--- src/rtl/core/ple_pkg.sv ---
package ple_pkg;

  localparam int CAPACITY = 64;
  localparam int IDX_W    = $clog2(CAPACITY);
  localparam int CNT_W    = $clog2(CAPACITY + 1);
  localparam int REQ_W    = 2;
  localparam int POS_W    = 7;
  localparam int VAL_W    = 32;
  localparam int STAT_W   = 2;
  localparam int COUNT_W  = 7;
  // Width that holds both a position and a count plus one without overflow.
  localparam int CMP_W    = ((CNT_W > POS_W) ? CNT_W : POS_W) + 1;

  localparam logic [REQ_W-1:0] REQ_INSERT = 2'd0;
  localparam logic [REQ_W-1:0] REQ_DELETE = 2'd1;
  localparam logic [REQ_W-1:0] REQ_SORT   = 2'd2;

  localparam logic [STAT_W-1:0] STAT_OK    = 2'd0;
  localparam logic [STAT_W-1:0] STAT_RANGE = 2'd1;
  localparam logic [STAT_W-1:0] STAT_FULL  = 2'd2;

  typedef struct packed {
    logic [REQ_W-1:0]        req_type;
    logic [POS_W-1:0]        position;
    logic signed [VAL_W-1:0] value;
  } ple_in_t;

  typedef struct packed {
    logic [STAT_W-1:0]       status;
    logic signed [VAL_W-1:0] removed_value;
    logic [COUNT_W-1:0]      count;
    logic                    list_empty;
  } ple_out_t;

  typedef enum logic [3:0] {
    ST_IDLE,
    ST_INS_SHIFT,
    ST_INS_LAST,
    ST_DEL_FIRST,
    ST_DEL_SHIFT,
    ST_SORT_LOAD,
    ST_SORT_CMP,
    ST_SORT_PLACE,
    ST_DONE
  } ple_state_t;

endpackage

--- src/rtl/core/ple_ram.sv ---
module ple_ram #(
  parameter int WIDTH = 32,
  parameter int DEPTH = 64
) (
  input  logic                     clk,
  input  logic                     we,
  input  logic [$clog2(DEPTH)-1:0] waddr,
  input  logic [WIDTH-1:0]         wdata,
  input  logic [$clog2(DEPTH)-1:0] raddr,
  output logic [WIDTH-1:0]         rdata
);

  logic [WIDTH-1:0] mem [DEPTH];
  logic [WIDTH-1:0] rdata_r;

  always_ff @(posedge clk) begin
    if (we) begin
      mem[waddr] <= wdata;
    end
    rdata_r <= mem[raddr];
  end

  assign rdata = rdata_r;

endmodule

--- src/rtl/core/positional_list_engine_core.sv ---
// Insert before position p shifts the entries from the tail down to that slot up by one
// and then writes the value; delete at p reads the entry out and shifts the ones above
// it down; sort is an insertion sort. Throughput: one item at a time; the list RAM (one
// read, one write per cycle) moves one entry per cycle while a shift runs.
// Reset (rst_n low, synchronous) empties the list and drops any pending result; the
// list RAM itself is not cleared, since only entries below the count are ever read.
module positional_list_engine_core (
  input  logic              clk,
  input  logic              rst_n,
  input  logic              in_valid,
  output logic              in_ready,
  input  ple_pkg::ple_in_t  in_data,
  output logic              out_valid,
  input  logic              out_ready,
  output ple_pkg::ple_out_t out_data
);

  // Control state.
  ple_pkg::ple_state_t state_r, state_nxt;
  logic [ple_pkg::CNT_W-1:0] count_r, count_nxt;
  logic out_valid_r, out_valid_nxt;

  // Working registers. idx_r walks the entry being moved, i_r is the outer sort index,
  // tgt_r is the slot that receives the inserted value.
  logic [ple_pkg::IDX_W-1:0] idx_r, idx_nxt;
  logic [ple_pkg::IDX_W-1:0] i_r, i_nxt;
  logic [ple_pkg::IDX_W-1:0] tgt_r, tgt_nxt;
  logic signed [ple_pkg::VAL_W-1:0] val_r, val_nxt;
  logic signed [ple_pkg::VAL_W-1:0] removed_r, removed_nxt;
  logic [ple_pkg::STAT_W-1:0] status_r, status_nxt;
  ple_pkg::ple_out_t out_data_r, out_data_nxt;

  // List RAM port.
  logic                       ram_we;
  logic [ple_pkg::IDX_W-1:0]  ram_waddr;
  logic [ple_pkg::VAL_W-1:0]  ram_wdata;
  logic [ple_pkg::IDX_W-1:0]  ram_raddr;
  logic [ple_pkg::VAL_W-1:0]  ram_rdata;

  // Request decode; the compares are widened so count+1 cannot wrap.
  logic [ple_pkg::CMP_W-1:0] pos_ext;
  logic [ple_pkg::CMP_W-1:0] cnt_ext;
  logic [ple_pkg::POS_W-1:0] pos_m1;
  logic [ple_pkg::IDX_W-1:0] pos_idx;
  logic [ple_pkg::IDX_W-1:0] last_idx;
  logic ins_ok, del_ok, is_full, is_append;
  logic rd_greater;

  assign pos_ext   = ple_pkg::CMP_W'(in_data.position);
  assign cnt_ext   = ple_pkg::CMP_W'(count_r);
  assign pos_m1    = in_data.position - ple_pkg::POS_W'(1);
  assign pos_idx   = ple_pkg::IDX_W'(pos_m1);
  assign last_idx  = ple_pkg::IDX_W'(count_r - ple_pkg::CNT_W'(1));
  assign ins_ok    = (in_data.position != '0) &&
                     (pos_ext <= cnt_ext + ple_pkg::CMP_W'(1));
  assign del_ok    = (in_data.position != '0) && (pos_ext <= cnt_ext);
  assign is_full   = (count_r == ple_pkg::CNT_W'(ple_pkg::CAPACITY));
  assign is_append = (pos_ext == cnt_ext + ple_pkg::CMP_W'(1));
  assign rd_greater = ($signed(ram_rdata) > val_r);

  ple_ram #(
    .WIDTH(ple_pkg::VAL_W),
    .DEPTH(ple_pkg::CAPACITY)
  ) u_list_ram (
    .clk  (clk),
    .we   (ram_we),
    .waddr(ram_waddr),
    .wdata(ram_wdata),
    .raddr(ram_raddr),
    .rdata(ram_rdata)
  );

  assign in_ready  = (state_r == ple_pkg::ST_IDLE);
  assign out_valid = out_valid_r;
  assign out_data  = out_data_r;

  always_ff @(posedge clk) begin
    if (!rst_n) begin
      state_r     <= ple_pkg::ST_IDLE;
      count_r     <= '0;
      out_valid_r <= 1'b0;
    end else begin
      state_r     <= state_nxt;
      count_r     <= count_nxt;
      out_valid_r <= out_valid_nxt;
    end
  end

  always_ff @(posedge clk) begin
    idx_r      <= idx_nxt;
    i_r        <= i_nxt;
    tgt_r      <= tgt_nxt;
    val_r      <= val_nxt;
    removed_r  <= removed_nxt;
    status_r   <= status_nxt;
    out_data_r <= out_data_nxt;
  end

  // Every move is a read of one entry followed, in the next cycle, by a write of the
  // returned data one slot over. The write of a step never hits the address read in
  // that same step, so the RAM needs no forwarding.
  always_comb begin
    state_nxt     = state_r;
    count_nxt     = count_r;
    idx_nxt       = idx_r;
    i_nxt         = i_r;
    tgt_nxt       = tgt_r;
    val_nxt       = val_r;
    removed_nxt   = removed_r;
    status_nxt    = status_r;
    out_data_nxt  = out_data_r;
    out_valid_nxt = out_valid_r && !out_ready;
    ram_we        = 1'b0;
    ram_waddr     = idx_r;
    ram_wdata     = ram_rdata;
    ram_raddr     = idx_r;

    case (state_r)
      ple_pkg::ST_IDLE: begin
        if (in_valid) begin
          status_nxt  = ple_pkg::STAT_OK;
          removed_nxt = '0;
          state_nxt   = ple_pkg::ST_DONE;
          case (in_data.req_type)
            ple_pkg::REQ_INSERT: begin
              if (!ins_ok) begin
                status_nxt = ple_pkg::STAT_RANGE;
              end else if (is_full) begin
                status_nxt = ple_pkg::STAT_FULL;
              end else begin
                val_nxt = in_data.value;
                tgt_nxt = pos_idx;
                if (is_append) begin
                  state_nxt = ple_pkg::ST_INS_LAST;
                end else begin
                  // Shift from the tail down to the target slot.
                  ram_raddr = last_idx;
                  idx_nxt   = last_idx;
                  state_nxt = ple_pkg::ST_INS_SHIFT;
                end
              end
            end
            ple_pkg::REQ_DELETE: begin
              if (!del_ok) begin
                status_nxt = ple_pkg::STAT_RANGE;
              end else begin
                ram_raddr = pos_idx;
                idx_nxt   = pos_idx;
                state_nxt = ple_pkg::ST_DEL_FIRST;
              end
            end
            ple_pkg::REQ_SORT: begin
              // Insertion sort; lists of zero or one entry are already in order.
              if (count_r > ple_pkg::CNT_W'(1)) begin
                ram_raddr = ple_pkg::IDX_W'(1);
                i_nxt     = ple_pkg::IDX_W'(1);
                state_nxt = ple_pkg::ST_SORT_LOAD;
              end
            end
            default: begin
              status_nxt = ple_pkg::STAT_RANGE;
            end
          endcase
        end
      end

      ple_pkg::ST_INS_SHIFT: begin
        ram_we    = 1'b1;
        ram_waddr = idx_r + ple_pkg::IDX_W'(1);
        ram_wdata = ram_rdata;
        if (idx_r == tgt_r) begin
          state_nxt = ple_pkg::ST_INS_LAST;
        end else begin
          idx_nxt   = idx_r - ple_pkg::IDX_W'(1);
          ram_raddr = idx_r - ple_pkg::IDX_W'(1);
        end
      end

      ple_pkg::ST_INS_LAST: begin
        ram_we    = 1'b1;
        ram_waddr = tgt_r;
        ram_wdata = val_r;
        count_nxt = count_r + ple_pkg::CNT_W'(1);
        state_nxt = ple_pkg::ST_DONE;
      end

      ple_pkg::ST_DEL_FIRST: begin
        removed_nxt = ram_rdata;
        if (idx_r == last_idx) begin
          count_nxt = count_r - ple_pkg::CNT_W'(1);
          state_nxt = ple_pkg::ST_DONE;
        end else begin
          idx_nxt   = idx_r + ple_pkg::IDX_W'(1);
          ram_raddr = idx_r + ple_pkg::IDX_W'(1);
          state_nxt = ple_pkg::ST_DEL_SHIFT;
        end
      end

      ple_pkg::ST_DEL_SHIFT: begin
        ram_we    = 1'b1;
        ram_waddr = idx_r - ple_pkg::IDX_W'(1);
        ram_wdata = ram_rdata;
        if (idx_r == last_idx) begin
          count_nxt = count_r - ple_pkg::CNT_W'(1);
          state_nxt = ple_pkg::ST_DONE;
        end else begin
          idx_nxt   = idx_r + ple_pkg::IDX_W'(1);
          ram_raddr = idx_r + ple_pkg::IDX_W'(1);
        end
      end

      ple_pkg::ST_SORT_LOAD: begin
        // Hold the key and start scanning the sorted prefix from its top.
        val_nxt   = ram_rdata;
        idx_nxt   = i_r - ple_pkg::IDX_W'(1);
        ram_raddr = i_r - ple_pkg::IDX_W'(1);
        state_nxt = ple_pkg::ST_SORT_CMP;
      end

      ple_pkg::ST_SORT_CMP: begin
        ram_we    = 1'b1;
        ram_waddr = idx_r + ple_pkg::IDX_W'(1);
        if (rd_greater) begin
          ram_wdata = ram_rdata;
          if (idx_r == '0) begin
            state_nxt = ple_pkg::ST_SORT_PLACE;
          end else begin
            idx_nxt   = idx_r - ple_pkg::IDX_W'(1);
            ram_raddr = idx_r - ple_pkg::IDX_W'(1);
          end
        end else begin
          ram_wdata = val_r;
          if (i_r == last_idx) begin
            state_nxt = ple_pkg::ST_DONE;
          end else begin
            i_nxt     = i_r + ple_pkg::IDX_W'(1);
            ram_raddr = i_r + ple_pkg::IDX_W'(1);
            state_nxt = ple_pkg::ST_SORT_LOAD;
          end
        end
      end

      ple_pkg::ST_SORT_PLACE: begin
        // The key is smaller than everything before it.
        ram_we    = 1'b1;
        ram_waddr = '0;
        ram_wdata = val_r;
        if (i_r == last_idx) begin
          state_nxt = ple_pkg::ST_DONE;
        end else begin
          i_nxt     = i_r + ple_pkg::IDX_W'(1);
          ram_raddr = i_r + ple_pkg::IDX_W'(1);
          state_nxt = ple_pkg::ST_SORT_LOAD;
        end
      end

      ple_pkg::ST_DONE: begin
        // The output register parts the two sides; wait here only while an older
        // result is still unclaimed.
        if (!out_valid_r || out_ready) begin
          out_data_nxt.status        = status_r;
          out_data_nxt.removed_value = removed_r;
          out_data_nxt.count         = ple_pkg::COUNT_W'(count_r);
          out_data_nxt.list_empty    = (count_r == '0);
          out_valid_nxt              = 1'b1;
          state_nxt                  = ple_pkg::ST_IDLE;
        end
      end

      default: begin
        state_nxt = ple_pkg::ST_IDLE;
      end
    endcase
  end

`ifndef NO_ASSERTIONS
  a_count_bound: assert property (@(posedge clk) disable iff (!rst_n)
    count_r <= ple_pkg::CNT_W'(ple_pkg::CAPACITY))
    else $error("entry count above capacity");

  a_no_write_when_quiet: assert property (@(posedge clk) disable iff (!rst_n)
    (state_r == ple_pkg::ST_IDLE || state_r == ple_pkg::ST_DONE) |-> !ram_we)
    else $error("list RAM written outside an operation");

  a_no_rw_collision: assert property (@(posedge clk) disable iff (!rst_n)
    (ram_we && (state_r == ple_pkg::ST_INS_SHIFT || state_r == ple_pkg::ST_DEL_SHIFT ||
                state_r == ple_pkg::ST_SORT_CMP)) |-> (ram_waddr != ram_raddr))
    else $error("shift step writes the entry it reads");

  a_removed_only_on_ok: assert property (@(posedge clk) disable iff (!rst_n)
    (out_valid_r && out_data_r.status != ple_pkg::STAT_OK) |->
      (out_data_r.removed_value == '0))
    else $error("failed request reports a removed value");
`endif

endmodule
--- config.mk ---
export PLATFORM = sky130hd
export DESIGN_NAME = positional_list_engine_core
export DESIGN_NICKNAME = d
export VERILOG_FILES = /design/src/rtl/core/ple_pkg.sv /design/src/rtl/core/ple_ram.sv /design/src/rtl/core/positional_list_engine_core.sv
export SDC_FILE = /design/constraint.sdc
export NUM_CORES = 2
export LEC_CHECK = 0
export ABC_AREA = 1
export ABC_CLOCK_PERIOD_IN_PS = 16600
export BUFFER_PORTS_ARGS = -buffer_cell sky130_fd_sc_hd__buf_2
export CORE_UTILIZATION = 40
export CTS_BUF_LIST = sky130_fd_sc_hd__clkbuf_16
export CTS_CLUSTER_DIAMETER = 30
export DETAILED_ROUTE_END_ITERATION = 7
export PLACE_DENSITY = 0.58
export SKIP_CTS_REPAIR_TIMING = 1
export SLEW_MARGIN = 15
export SYNTH_ARGS = -nofsm -noshare
export SYNTH_HDL_FRONTEND = slang
export SYNTH_SLANG_ARGS = --single-unit
--- constraint.sdc ---
create_clock -name clk -period 16.6 [get_ports clk]
set_clock_uncertainty 0.2 [all_clocks]
set_input_delay 2.49 -clock clk [delete_from_list [all_inputs] [get_ports clk]]
set_output_delay 2.49 -clock clk [all_outputs]
set_load 0.005 [all_outputs]
==> flow_summary.yaml <==
timing:
  whs_ps: 217.3
  hold_viol: 0
  drv_slew: 0
  maxSlewHeadroom: 0.1292
  rsz0062_at_grt: "false"
  max_freq_mhz: 120.6
  period_share: 0.4996
  min_period_ps: 8294
  finalSetupTns_ps: 0
  finalSetupViolCount: 0
  setup_slack_ps: 8306
  tightestPinTransition_ps: 1293
setup_path:
  rrSetupSlack_ps: 8310
  endpoint_kind: "flip-flop"
  crit_path_start_kind: "flip-flop"
  path_class: "flip-flop to flip-flop"
  path_max_fanout: 138
  r2r_start: "count_r[0]$_SDFFE_PN0P_"
  cp.required_ps: 17170
  r2r_cells: 27
  timing.rr.end: "u_list_ram.rdata[8]$_DFF_P_"
  crit_start: "count_r[0]$_SDFFE_PN0P_"
  crit_path_end: "u_list_ram.rdata[8]$_DFF_P_"
  worstPathArrival_ps: 8870
pwr:
  p_leak_nw: 45.65
  power_mw: 26.96
  power-per-cell-area_nw_per_um2: 228.8
  power_switching_mw: 11.23
  ir_drop_mv: 0.2396
  swShare: 0.4165
  power_frac_seq: 0.275
  clockPowerShare: 0.338
  intPower_mw: 15.73
  p_comb_frac: 0.387
grt:
  grt_pass1_wl_mm: 454.6
  use_met3: 0.04522
  grt_usage: 0.2474
  grt_max_degree: 200
  grtUsageMet1: 0.3391
  grt-ovfl-total: 0
  first_global_vias: 66870
  grt_util_met2: 0.3841
  busiest_layer: "met2"
  antenna_found_initial: 12
min_path:
  holdCritPathClass: "flip-flop to flip-flop"
cts:
  htreeDepth: 5
  numClockSinks: 2218
  clk_pin_slew_ps: 50
  cts_buffer_depth: 4
  cts_buffers: 452
  clock-root-buffer: "clkbuf_16"
  clk-insertion-delay-late_ps: 1020
  cts_tree: "yes"
routing:
  first_pass_iters: 8
  ant_nets: 0
  viasPerCell: 5.516
  drtIter0Drc: 7693
  via_count: 69560
  drt_wl_total_mm: 312.3
  wl_per_cell_um: 24.76
  drc: 0
synth:
  synth_seq_cells: 2218
  syn_inst: 8901
  synth_nets: 9003
  synth_flop_cell: "edfxtp_1"
  syn_area_per_cell_um2: 11.03
  ys_async_sr_fraction: 0
  synth-edff-count: 2174
  yosys_warnings: 0
  synth_area_um2: 98190
  seq_area_frac_synth: 0.6739
  yosysUniqueCellTypes: 49
place:
  post-dp-hpwl_mm: 161.2
  placed_cell_area_um2: 102300
  io_buffers: 88
  post-place-ws_ps: 7489
  gp_congestion: 0.8866
floorplanning:
  die-area_um2: 247400
  initial_core_util: 0.4029
  pin_count: 89
  fp.coreArea_um2: 243700
  die_h_um: 497.4
  die_w_um: 497.4
  std_cell_rows: 181
cells_and_area:
  fillCellCount: 21450
  final_area_um2: 117800
  nNetsFinal: 9135
  drive_above_1_share: 0.1172
  area_growth_syn_to_layout_pct: 19.97
status:
  status: "complete, no violations"
run:
  maxCapViolCount: 0
cells in the mapped netlist, types with 60 or more instances:
cell / count / share of area
a21oi_1: 62 / 0.0032
buf_1: 60 / 0.0023
buf_2: 296 / 0.015
clkbuf_1: 180 / 0.0069
edfxtp_1: 2174 / 0.66
inv_1: 946 / 0.036
nand2_1: 1870 / 0.071
nand3_1: 1999 / 0.10
nand3b_1: 661 / 0.051
nor2_1: 206 / 0.0079
o211ai_1: 78 / 0.0060
o21ai_0: 103 / 0.0053
sequential cells by signal (all words and copies together) (netlist names):
register	flops
i_r	6
status_r	2
u_list_ram.rdata	32
removed_r	32
state_r	4
tgt_r	6
val_r	32
u_list_ram.mem	2048
out_valid	1
count_r	7
out_data	42
idx_r	6
stage by stage:
stage	utilization	std cells
after floorplan	-	8901
after global placement	0.4199	11780
after detailed placement	0.4199	11780
after CTS	0.4832	12600
after global routing	0.4834	12610
final	0.4834	12610
area by class of cell:
type                       count  area (um^2)  area share
sequential                  2218        66160      0.5617
multi-input combinational   5150        26690      0.2266
clock buffer                 455        11390     0.09666
clock inverter               369         4050     0.03438
tap                         3202         4006     0.03401
inverter                     958         3596     0.03053
timing repair buffer         253         1887     0.01602
antenna                        6        15.01   0.0001275
critical path, cell delays in order (launching register included):
cell	delay (ps)
dfxtp_1	790
inv_2	280
ha_1	530
inv_1	230
ha_1	340
inv_1	40
o21bai_1	110
nand2_1	60
nand2_1	50
nand2_1	50
nand2_1	70
nand2_1	80
nand3_2	170
nand2_1	100
o211ai_1	120
nand2_1	70
nand2_1	110
nand3_4	490
nand2_8	930
buf_12	490
buf_4	780
nand2_1	130
nand3_1	140
nand3_1	90
nand3_1	150
nand3_1	310
nand3_1	500
nand2_1	290
power groups by stage:
stage | combinational, mW | sequential [mW] | clock (mW)
floorplan | 6.27 | 7.50 | 0
global placement | 10.2 | 7.51 | 0
detailed placement | 10.3 | 7.52 | 0
CTS | 10.3 | 7.41 | 9.18
global route | 11.2 | 7.42 | 9.45
finish | 10.4 | 7.42 | 9.10
layer usage:
metal	part of all wire	wire, um	vias up
met5	0	0	-
met4	0.040	12460	0
met3	0.088	27550	515
met2	0.45	141900	3340
met1	0.42	130400	34380
li1	-	-	31320
cell families after synthesis:
logic type,Yosys count,share of synthesized area
simple gates,4793,0.2358
flops,2218,0.6739
buf+inv,1533,0.06414
compound gates,276,0.01680
fa+ha+maj,57,0.007264
xor+xnor,23,0.002052
mux,1,0.0001147
how the worst min path moves through the flow:
stage	endpoint	cells past startpoint	slack [ps]	from
5_1_grt	out_data[29]$_DFFE_PP_	0	220	removed_r[21]$_SDFFCE_PN0P_
3_5_place_dp	out_data[15]$_DFFE_PP_	0	200	removed_r[7]$_SDFFCE_PN0P_
2_1_floorplan	out_data[10]$_DFFE_PP_	0	200	removed_r[2]$_SDFFCE_PN0P_
4_1_cts	out_data[33]$_DFFE_PP_	0	220	removed_r[25]$_SDFFCE_PN0P_
6_report	out_data[29]$_DFFE_PP_	0	220	removed_r[21]$_SDFFCE_PN0P_
3_3_place_gp	out_data[35]$_DFFE_PP_	0	210	removed_r[27]$_SDFFCE_PN0P_
cells in the final DEF (no fill, tap or decap), types with 66 or more instances in the layout:
| cell | netlist | final |
|---|---|---|
| edfxtp_1 | 2174 | 2174 |
| o21ai_0 | 103 | 69 |
| buf_4 | 31 | 149 |
| nand3_1 | 1999 | 1998 |
| nand3b_1 | 661 | 661 |
| inv_1 | 946 | 994 |
| bufinv_16 | 0 | 76 |
| clkinv_1 | 4 | 66 |
| clkinv_2 | 0 | 66 |
| nor2_4 | 2 | 68 |
| buf_2 | 296 | 88 |
| clkbuf_16 | 0 | 455 |
| o211ai_1 | 78 | 78 |
| nand2_1 | 1870 | 1868 |
| nor2_1 | 206 | 140 |
No activity file was read; power rests on OpenSTA's default activity.
